<file path="config.mk">
export PLATFORM = sky130hd
export DESIGN_NAME = tmslf_cell
export DESIGN_NICKNAME = d
export VERILOG_FILES = /design/src/rtl/trimmed_mean_slew_limit_filter_top_macros.svh /design/src/rtl/tmslf_pkg.sv /design/src/rtl/tmslf_cell.sv
export SDC_FILE = /design/constraint.sdc
export NUM_CORES = 1
export LEC_CHECK = 0
export BUFFER_PORTS_ARGS = -buffer_cell sky130_fd_sc_hd__clkbuf_2
export CELL_PAD_IN_SITES_DETAIL_PLACEMENT = 0
export CELL_PAD_IN_SITES_GLOBAL_PLACEMENT = 1
export CORE_UTILIZATION = 39
export DETAILED_ROUTE_END_ITERATION = 10
export GPL_TIMING_DRIVEN = 0
export PLACE_DENSITY = 0.89
export SYNTH_ARGS = -nofsm -noshare
export SYNTH_HDL_FRONTEND = slang
export SYNTH_SLANG_ARGS = --single-unit
</file>
<file path="constraint.sdc">
create_clock -name i_clk -period 3.76 [get_ports i_clk]
set_clock_uncertainty 0.1 [all_clocks]
set_input_delay 0.752 -clock i_clk [delete_from_list [all_inputs] [get_ports i_clk]]
set_output_delay 0.752 -clock i_clk [all_outputs]
set_load 0.005 [all_outputs]
</file>
<file path="src/rtl/trimmed_mean_slew_limit_filter_top_macros.svh">
// assertion macros for the trimmed mean slew limit filter
// used by the top level, which provides i_clk and i_rst_n
`ifndef TRIMMED_MEAN_SLEW_LIMIT_FILTER_TOP_MACROS_SVH
`define TRIMMED_MEAN_SLEW_LIMIT_FILTER_TOP_MACROS_SVH

// same-cycle implication under reset
`define TMSLF_ASSERT_NOW(lbl, ante, cons, msg) \
    lbl: assert property (@(posedge i_clk) disable iff (!i_rst_n) (ante) |-> (cons)) \
        else $error(msg);

// next-cycle implication under reset
`define TMSLF_ASSERT_NEXT(lbl, ante, cons, msg) \
    lbl: assert property (@(posedge i_clk) disable iff (!i_rst_n) (ante) |=> (cons)) \
        else $error(msg);

`endif

</file>
<file path="src/rtl/tmslf_pkg.sv">
// shared types and constants for the trimmed mean slew limit filter
// no dependencies
`default_nettype none

package tmslf_pkg;

    // sequencer states
    typedef enum logic [2:0] {
        S_IDLE,
        S_FEED,
        S_SETTLE,
        S_DRAIN,
        S_DIV,
        S_FIN,
        S_OUT
    } t_state;

    // control shared by every sorting cell
    typedef struct packed {
        logic clear;
        logic shift;
    } t_cell_ctrl;

    // register indexes
    localparam logic [1:0] REG_WINDOW_SIZE   = 2'd0;
    localparam logic [1:0] REG_TRIM_COUNT    = 2'd1;
    localparam logic [1:0] REG_MAX_AMPLITUDE = 2'd2;
    localparam logic [1:0] REG_MAX_SLOPE     = 2'd3;

    // register widths and reset values
    localparam int unsigned WS_W  = 6;
    localparam int unsigned TC_W  = 5;
    localparam int unsigned LIM_W = 23;
    localparam logic [WS_W-1:0]  WS_RESET  = 6'd10;
    localparam logic [TC_W-1:0]  TC_RESET  = 5'd2;
    localparam logic [LIM_W-1:0] AMP_RESET = 23'd128000;
    localparam logic [LIM_W-1:0] SLP_RESET = 23'd7680;

    // smallest usable window
    localparam int unsigned MIN_WIN = 3;

endpackage

`default_nettype wire

</file>
<file path="src/rtl/tmslf_cell.sv">
// one cell of the systolic insertion sorter
// depends on tmslf_pkg
`default_nettype none

module tmslf_cell #(
    parameter int unsigned SAMPLE_WIDTH = 24
) (
    input  wire                             i_clk,
    input  wire                             i_rst_n,
    input  wire tmslf_pkg::t_cell_ctrl      i_ctrl,
    input  wire                             i_ins_vld,
    input  wire signed [SAMPLE_WIDTH-1:0]   i_ins_val,
    input  wire signed [SAMPLE_WIDTH-1:0]   i_shf_val,
    output logic                            o_ins_vld,
    output logic signed [SAMPLE_WIDTH-1:0]  o_ins_val,
    output logic signed [SAMPLE_WIDTH-1:0]  o_val
);
    import tmslf_pkg::*;

    logic                           r_full;
    logic signed [SAMPLE_WIDTH-1:0] r_val;
    logic                           r_out_vld;
    logic signed [SAMPLE_WIDTH-1:0] r_out_val;

    // control: occupancy and pass-on valid
    always_ff @(posedge i_clk) begin
        if (!i_rst_n || i_ctrl.clear) begin
            r_full    <= 1'b0;
            r_out_vld <= 1'b0;
        end else if (i_ctrl.shift) begin
            r_out_vld <= 1'b0;
        end else if (i_ins_vld) begin
            r_full    <= 1'b1;
            r_out_vld <= r_full;
        end else begin
            r_out_vld <= 1'b0;
        end
    end

    // payload: keep the smaller value, pass the larger one right; on shift take the right neighbour's value
    always_ff @(posedge i_clk) begin
        if (i_ctrl.shift) begin
            r_val <= i_shf_val;
        end else if (i_ins_vld) begin
            if (!r_full) begin
                r_val <= i_ins_val;
            end else if (i_ins_val < r_val) begin
                r_val     <= i_ins_val;
                r_out_val <= r_val;
            end else begin
                r_out_val <= i_ins_val;
            end
        end
    end

    assign o_ins_vld = r_out_vld;
    assign o_ins_val = r_out_val;
    assign o_val     = r_val;

endmodule

`default_nettype wire
</file>
Word-level counts from Yosys, hierarchy flattened
Cells that the tools add are included.
{"block": "word_totals", "ff_bits": 50, "latch_bits": 0, "ram_bits": 0, "romBits": 0, "inputBits": 53, "word_cells": 20, "memories": 0}
{"block": "classes", "addsub": 0, "multipliers": 0, "n_div": 0, "n_lt_le_gt_ge": 1, "n_eq_ne": 1, "shift": 0, "n_mux": 5, "n_bitwise": 2, "n_reduce_logical": 7}
{"cell": "$mux 24", "n": 5}
{"cell": "$lt 24x24->1", "n": 1}
{"cell": "$reduce_and 2->1", "n": 2}
{"cell": "$ne 3x2->1 const B", "n": 1}
{"cell": "$reduce_and 3->1", "n": 1}
{"cell": "$reduce_or 3->1", "n": 1}
{"cell": "$not 1->1", "n": 2}
{"cell": "$reduce_bool 2->1", "n": 1}
{"cell": "$logic_not 1->1", "n": 1}
{"cell": "$logic_or 1x1->1", "n": 1}

Longest topological paths before layout
Gate-level depths: netlist (run 1).
{"block": "logic_depth", "ltp_word": 5, "depth_mapped": 9, "depth_no_buf": 8}

Worst setup path after synthesis (run 1)
OpenSTA, ideal clock, no wires.
{"block": "synth_path", "path_type": "in2reg", "startpoint": "input i_ins_val[23]", "endpoint": "register r_out_val[10] (netlist: o_ins_val[10]), data pin", "arrival_ps": 2802, "required_ps": 3400, "setup_slack_ps": 598, "cell_stages": 8, "path_buffers": 1, "cell_sequence": "ha_1 nand4_2 nor4_2 nand4_1 o2111ai_4 xor2_2 buf_6 mux2_4"}
{"block": "synth_via", "elab_chain_len": 2}
{"item": "start: declaration", "line": "tmslf_cell.sv:12", "rtl": "input wire signed [SAMPLE_WIDTH-1:0] i_ins_val,"}
{"item": "$lt 24x24->1", "line": "tmslf_cell.sv:47", "rtl": "end else if (i_ins_val < r_val) begin"}
{"item": "$mux 24", "line": "tmslf_cell.sv:47"}
{"item": "end signal: assignment", "line": "tmslf_cell.sv:49", "rtl": "r_out_val <= r_val;"}
{"item": "end signal: assignment", "line": "tmslf_cell.sv:51", "rtl": "r_out_val <= i_ins_val;"}
{"item": "end: declaration", "line": "tmslf_cell.sv:23", "rtl": "logic signed [SAMPLE_WIDTH-1:0] r_out_val;"}
Every way passes these cells.
A chain may end at the register's enable or synchronous reset.

Final worst setup path (run 1)
Ends and elaborated chain as after synthesis.

==> impl_metrics.json, run 1 <==
{
  "status": "completed",
  "grt_overflow": 0,
  "cap_violations": 0,
  "placed_cells_incl_taps": 387,
  "die_h_um": 86.9,
  "cts_setup_buffers": 0,
  "critical_path.endpoint": "o_ins_val[10]$_DFFE_PP_",
  "pwr_density_cell_nw_per_um2": 420,
  "finalHoldViolCount": 0,
  "hp-class": "register to register",
  "routedWlPerCell_um": 14.2,
  "final_common_cell": "clkbuf_2",
  "clk_path_buf_depth": 2,
  "synth_cells": 191,
  "crit_start": "i_ins_val[23]",
  "tightest_slew_ns": 1.25,
  "num_rows": 30,
  "core_um2": 6870,
  "final_antenna_net_count": 0,
  "setup_ws_ns": 0.428,
  "rsz0062_at_grt": "false",
  "period_share": 0.886,
  "cts_sinks": 50,
  "hpwlAfterDp_mm": 4.35,
  "synth_flop_cell": "edfxtp_1",
  "post-place-ws_ns": 0.0593,
  "fin_crit_ns": 3.33,
  "slew_violations": 0,
  "worst-r2r-setup-slack_ns": 0.57,
  "p_comb_frac": 0.238,
  "final_cell_mix": "clkbuf_2, edfxtp_1, mux2_2",
  "nNetsFinal": 374,
  "port_buffers": 100,
  "r2r_end": "o_ins_val[10]$_DFFE_PP_",
  "fin_cells": 395,
  "die_w_um": 86.9,
  "async_flop_share": 0,
  "htreeDepth": 2,
  "power_frac_clock": 0.310,
  "syn2layout_area_growth_pct": 27.1,
  "synth_area_um2": 2810,
  "dr.pass1.iters": 4,
  "switchingPower_mw": 0.357,
  "grt_max_degree": 26,
  "grt.total_usage": 0.154,
  "wl_mm": 5.62,
  "numCtsBuffers": 5,
  "min_from": "r_full$_SDFFE_PP0P_",
  "grt_pass1_vias": 1862,
  "clock-root-buffer": "clkbuf_8",
  "worstSkewPairLatency_ns": 0.30,
  "drtIter0Drc": 46,
  "cts-resized-gates": 0,
  "via_count": 1862,
  "stdcell_area_um2": 3570,
  "power_frac_seq": 0.451,
  "synth.distinct_cells": 35,
  "sw_frac_of_total": 0.238,
  "route.detailed.drc": 0,
  "critPathRequiredTime_ns": 3.71,
  "cp-start-kind": "input pin",
  "place_area_um2": 3430,
  "diodes": 0,
  "crit_type": "input pin to register",
  "max_freq_mhz": 300,
  "layout-drive-gt1-share": 0.542,
  "cts_hold_buf": 0,
  "r2r_start": "o_val[23]$_DFFE_PP_",
  "p_int_mw": 1.15,
  "p_leak_nw": 1.66,
  "hold_ws_ns": 0.450,
  "r2r_cells": 9,
  "slew_headroom": 0.168,
  "holdPathStages": 2,
  "setup_tns_ns": 0,
  "setup_viol": 0,
  "vias_per_cell": 4.71,
  "initial_core_util": 0.409,
  "antenna_found_initial": 0,
  "synth_area_per_cell_um2": 14.7,
  "pin_count": 102,
  "cts_tree": "yes",
  "cp-end-kind": "register",
  "ys_warn_count": 0,
  "die_area_um2": 7550,
  "synth-seq-cells": 50,
  "critPathMaxFanout": 10,
  "synth_nets": 267,
  "synth_edf_count": 48,
  "grt_pass1_wl_mm": 8.69,
  "arrival_ns": 3.29,
  "clkTransAtPathRegs_ns": 0.09,
  "synth_seq_area_share": 0.527,
  "gp_congestion": 0.695,
  "ir_drop_uv": 265
}
## worst max-delay path, stage by stage
cell and delay, ns:
clkbuf_2 0.11, ha_1 0.40, nand4_2 0.19, nor4_2 0.40
nand4_1 0.21, o2111ai_4 0.29, xor2_2 0.36, buf_6 0.25
mux2_4 0.32
## cells in the mapped netlist, drive strengths merged (3+ instances only)
cell type,count,area (um^2)
a21oi,6,30.0
buf,3,26.3
edfxtp,48,1440
ha,23,288
inv,24,90.1
mux2,48,616
nand2,5,18.8
nand4,4,31.3
## layer usage
layer / vias up / GRT usage / routed length [um]
met1: 866 / 0.182 / 2460
met3: 5 / 0.0332 / 271
met5: - / 0 / 0
met4: 0 / 0.0409 / 51
li1: 930 / - / -
met2: 61 / 0.280 / 2830
## cells by family (layout without fill, tap and decap cells)
| kind of cell | after synthesis | after routing | synth area share |
|---|---|---|---|
| compound gates | 18 | 18 | 0.0539 |
| xor+xnor | 1 | 1 | 0.00579 |
| flops | 50 | 50 | 0.527 |
| buf+inv | 29 | 137 | 0.0441 |
| mux | 48 | 48 | 0.219 |
| fa+ha+maj | 23 | 23 | 0.102 |
| simple gates | 22 | 22 | 0.0481 |
## stage by stage
stage                     utilization  power, mW
after floorplan                     -      0.945
after global placement          0.500       1.04
after detailed placement        0.500       1.05
after CTS                       0.520       1.52
after global routing            0.520       1.57
final                           0.520       1.50
## worst min-delay path by stage
stage / endpoint / slack [ns]
floorplan: r_full$_SDFFE_PP0P_ / 0.41
detailed placement: r_full$_SDFFE_PP0P_ / 0.45
finish: r_full$_SDFFE_PP0P_ / 0.45
global route: r_full$_SDFFE_PP0P_ / 0.51
global placement: r_full$_SDFFE_PP0P_ / 0.44
CTS: r_full$_SDFFE_PP0P_ / 0.46
## registers in the layout (all words and copies together), names as in the netlist
signal     flops
o_val         24
o_ins_val     24
o_ins_vld      1
r_full         1
## power by group through the flow
| stage | Sequential (mW) | Combinational [mW] | Clock (mW) |
|---|---|---|---|
| CTS | 0.679 | 0.364 | 0.474 |
| global route | 0.682 | 0.393 | 0.492 |
| floorplan | 0.691 | 0.253 | 0 |
| finish | 0.678 | 0.358 | 0.467 |
| detailed placement | 0.692 | 0.363 | 0 |
| global placement | 0.690 | 0.354 | 0 |
## cell type report
type	instances	area, um^2
Buffer	5	33.8
Timing Repair Buffer	100	500
Multi-Input combinational cell	112	1210
Sequential cell	50	1480
Clock buffer	6	82.6
Fill cell	624	3290
Inverter	24	90.1
Clock inverter	2	60.1
Tap cell	96	120
Power figures use the tool's default switching activity.
==> inputs of run 2 (changes only) <==
--- a/config.mk
+++ b/config.mk
@@ -8,6 +8,7 @@
 export BUFFER_PORTS_ARGS = -buffer_cell sky130_fd_sc_hd__clkbuf_2
 export CELL_PAD_IN_SITES_DETAIL_PLACEMENT = 0
 export CELL_PAD_IN_SITES_GLOBAL_PLACEMENT = 1
+export CORE_ASPECT_RATIO = 1.5
 export CORE_UTILIZATION = 39
 export DETAILED_ROUTE_END_ITERATION = 10
 export GPL_TIMING_DRIVEN = 0
==> impl_metrics.json, run 2 (synthesis gave the netlist of run 1 again) <==
{
  "status": "complete, but fails checks",
  "failed_checks": "DRC",
  "diodes": 0,
  "setup_viol": 0,
  "sw_frac_of_total": 0.260,
  "arrival_ns": 3.26,
  "r2r_cells": 9,
  "pwr_density_cell_nw_per_um2": 382,
  "num_rows": 37,
  "clkTransAtPathRegs_ns": 0.09,
  "layout-drive-gt1-share": 0.532,
  "r2r_start": "o_val[23]$_DFFE_PP_",
  "via_count": 1864,
  "core_um2": 6900,
  "ir_drop_uv": 166,
  "syn2layout_area_growth_pct": 24.1,
  "cts_tree": "yes",
  "hpwlAfterDp_mm": 4.36,
  "finalHoldViolCount": 0,
  "antenna_found_initial": 0,
  "setup_tns_ns": 0,
  "routedWlPerCell_um": 14.8,
  "cts-resized-gates": 0,
  "fin_crit_ns": 3.31,
  "rsz0062_at_grt": "false",
  "place_area_um2": 3410,
  "final_common_cell": "clkbuf_2",
  "die_h_um": 106,
  "grt_max_degree": 26,
  "stdcell_area_um2": 3490,
  "cp-end-kind": "register",
  "nNetsFinal": 374,
  "crit_type": "input pin to register",
  "grt_pass1_vias": 1907,
  "vias_per_cell": 4.94,
  "holdPathStages": 2,
  "cts_setup_buffers": 0,
  "power_frac_clock": 0.224,
  "tightest_slew_ns": 1.19,
  "htreeDepth": 2,
  "hp-class": "register to register",
  "slew_headroom": 0.207,
  "min_from": "r_full$_SDFFE_PP0P_",
  "post-place-ws_ns": 0.0763,
  "worst_hold_path.endpoint": "r_full$_SDFFE_PP0P_",
  "grt_overflow": 0,
  "numCtsBuffers": 5,
  "final_cell_mix": "clkbuf_2, edfxtp_1, mux2_2",
  "seq_area_um2": 1480,
  "route.detailed.drc": 7,
  "dr.pass1.iters": 7,
  "critPathMaxFanout": 10,
  "p_leak_nw": 1.63,
  "multiInputGateArea_um2": 1210,
  "drtIter0Drc": 48,
  "initial_core_util": 0.408,
  "critPathRequiredTime_ns": 3.71,
  "power_frac_seq": 0.509,
  "cts_hold_buf": 0,
  "cts_sinks": 50,
  "clock-root-buffer": "clkbuf_8",
  "gp_congestion": 0.749,
  "cp-start-kind": "input pin",
  "die_w_um": 71.3,
  "worstSkewPairLatency_ns": 0.29,
  "p_int_mw": 0.987,
  "r2r_end": "o_ins_val[10]$_DFFE_PP_",
  "period_share": 0.880,
  "p_comb_frac": 0.267,
  "cap_violations": 0,
  "switchingPower_mw": 0.347,
  "final_antenna_net_count": 0,
  "die_area_um2": 7560,
  "pin_count": 102,
  "clk_path_buf_depth": 2,
  "worst-r2r-setup-slack_ns": 0.58,
  "nFillCells": 639,
  "port_buffers": 100,
  "grt.total_usage": 0.148,
  "slew_violations": 0,
  "max_freq_mhz": 302,
  "setup_ws_ns": 0.450,
  "wl_mm": 5.57,
  "grt_pass1_wl_mm": 8.62
}
[run 2: how the worst max path moves through the flow]
| stage | from | end | slack, ns | depth (start not counted) |
|---|---|---|---|---|
| global placement | i_ins_val[23] | o_ins_val[18]$_DFFE_PP_ | 0.11 | 9 |
| CTS | i_ins_val[23] | o_ins_val[22]$_DFFE_PP_ | 0.39 | 9 |
| global route | i_ins_val[23] | o_ins_val[22]$_DFFE_PP_ | 0.25 | 9 |
| finish | i_ins_val[23] | o_ins_val[10]$_DFFE_PP_ | 0.45 | 9 |
| detailed placement | i_ins_val[23] | o_ins_val[10]$_DFFE_PP_ | 0.08 | 9 |
| floorplan | i_ins_val[23] | o_ins_val[10]$_DFFE_PP_ | 0.60 | 8 |
[run 2: metrics by stage]
step                      cells  utilization  hold WS [ns]  power, mW
final                       377        0.506         0.483       1.33
after global routing        377        0.506         0.518       1.40
after CTS                   377        0.506         0.488       1.35
after detailed placement    369        0.494         0.475       1.05
after global placement      369        0.494         0.460       1.04
after floorplan             191            -         0.408      0.945
[run 2: area by class of cell]
type | count | area share
plain buffers | 5 | 0.00968
repair buffers | 100 | 0.143
well taps | 78 | 0.0280
inverters | 24 | 0.0258
clock inverters | 3 | 0.00323
multi-input cells | 112 | 0.346
clock buffers | 5 | 0.0197
flip-flops and latches | 50 | 0.425
[run 2: power by group through the flow]
stage	logic, mW	clock network (mW)	registers [mW]
after CTS	0.364	0.311	0.680
after global routing	0.390	0.329	0.683
final	0.357	0.298	0.679
after detailed placement	0.362	0	0.693
after floorplan	0.253	0	0.691
after global placement	0.352	0	0.691
[run 2: metal layers]
layer,up-vias,global-route usage,part of all wire
met5,-,0,0
met4,0,0.0429,0.0079
met3,2,0.0218,0.035
met2,52,0.300,0.58
met1,877,0.150,0.38
li1,933,-,-
[run 2: critical path, stage by stage]
cell and delay, ns:
clkbuf_2 0.10, ha_1 0.41, nand4_2 0.19, nor4_2 0.38, nand4_1 0.20, o2111ai_4 0.30
xor2_2 0.36, buf_6 0.24, mux2_4 0.31
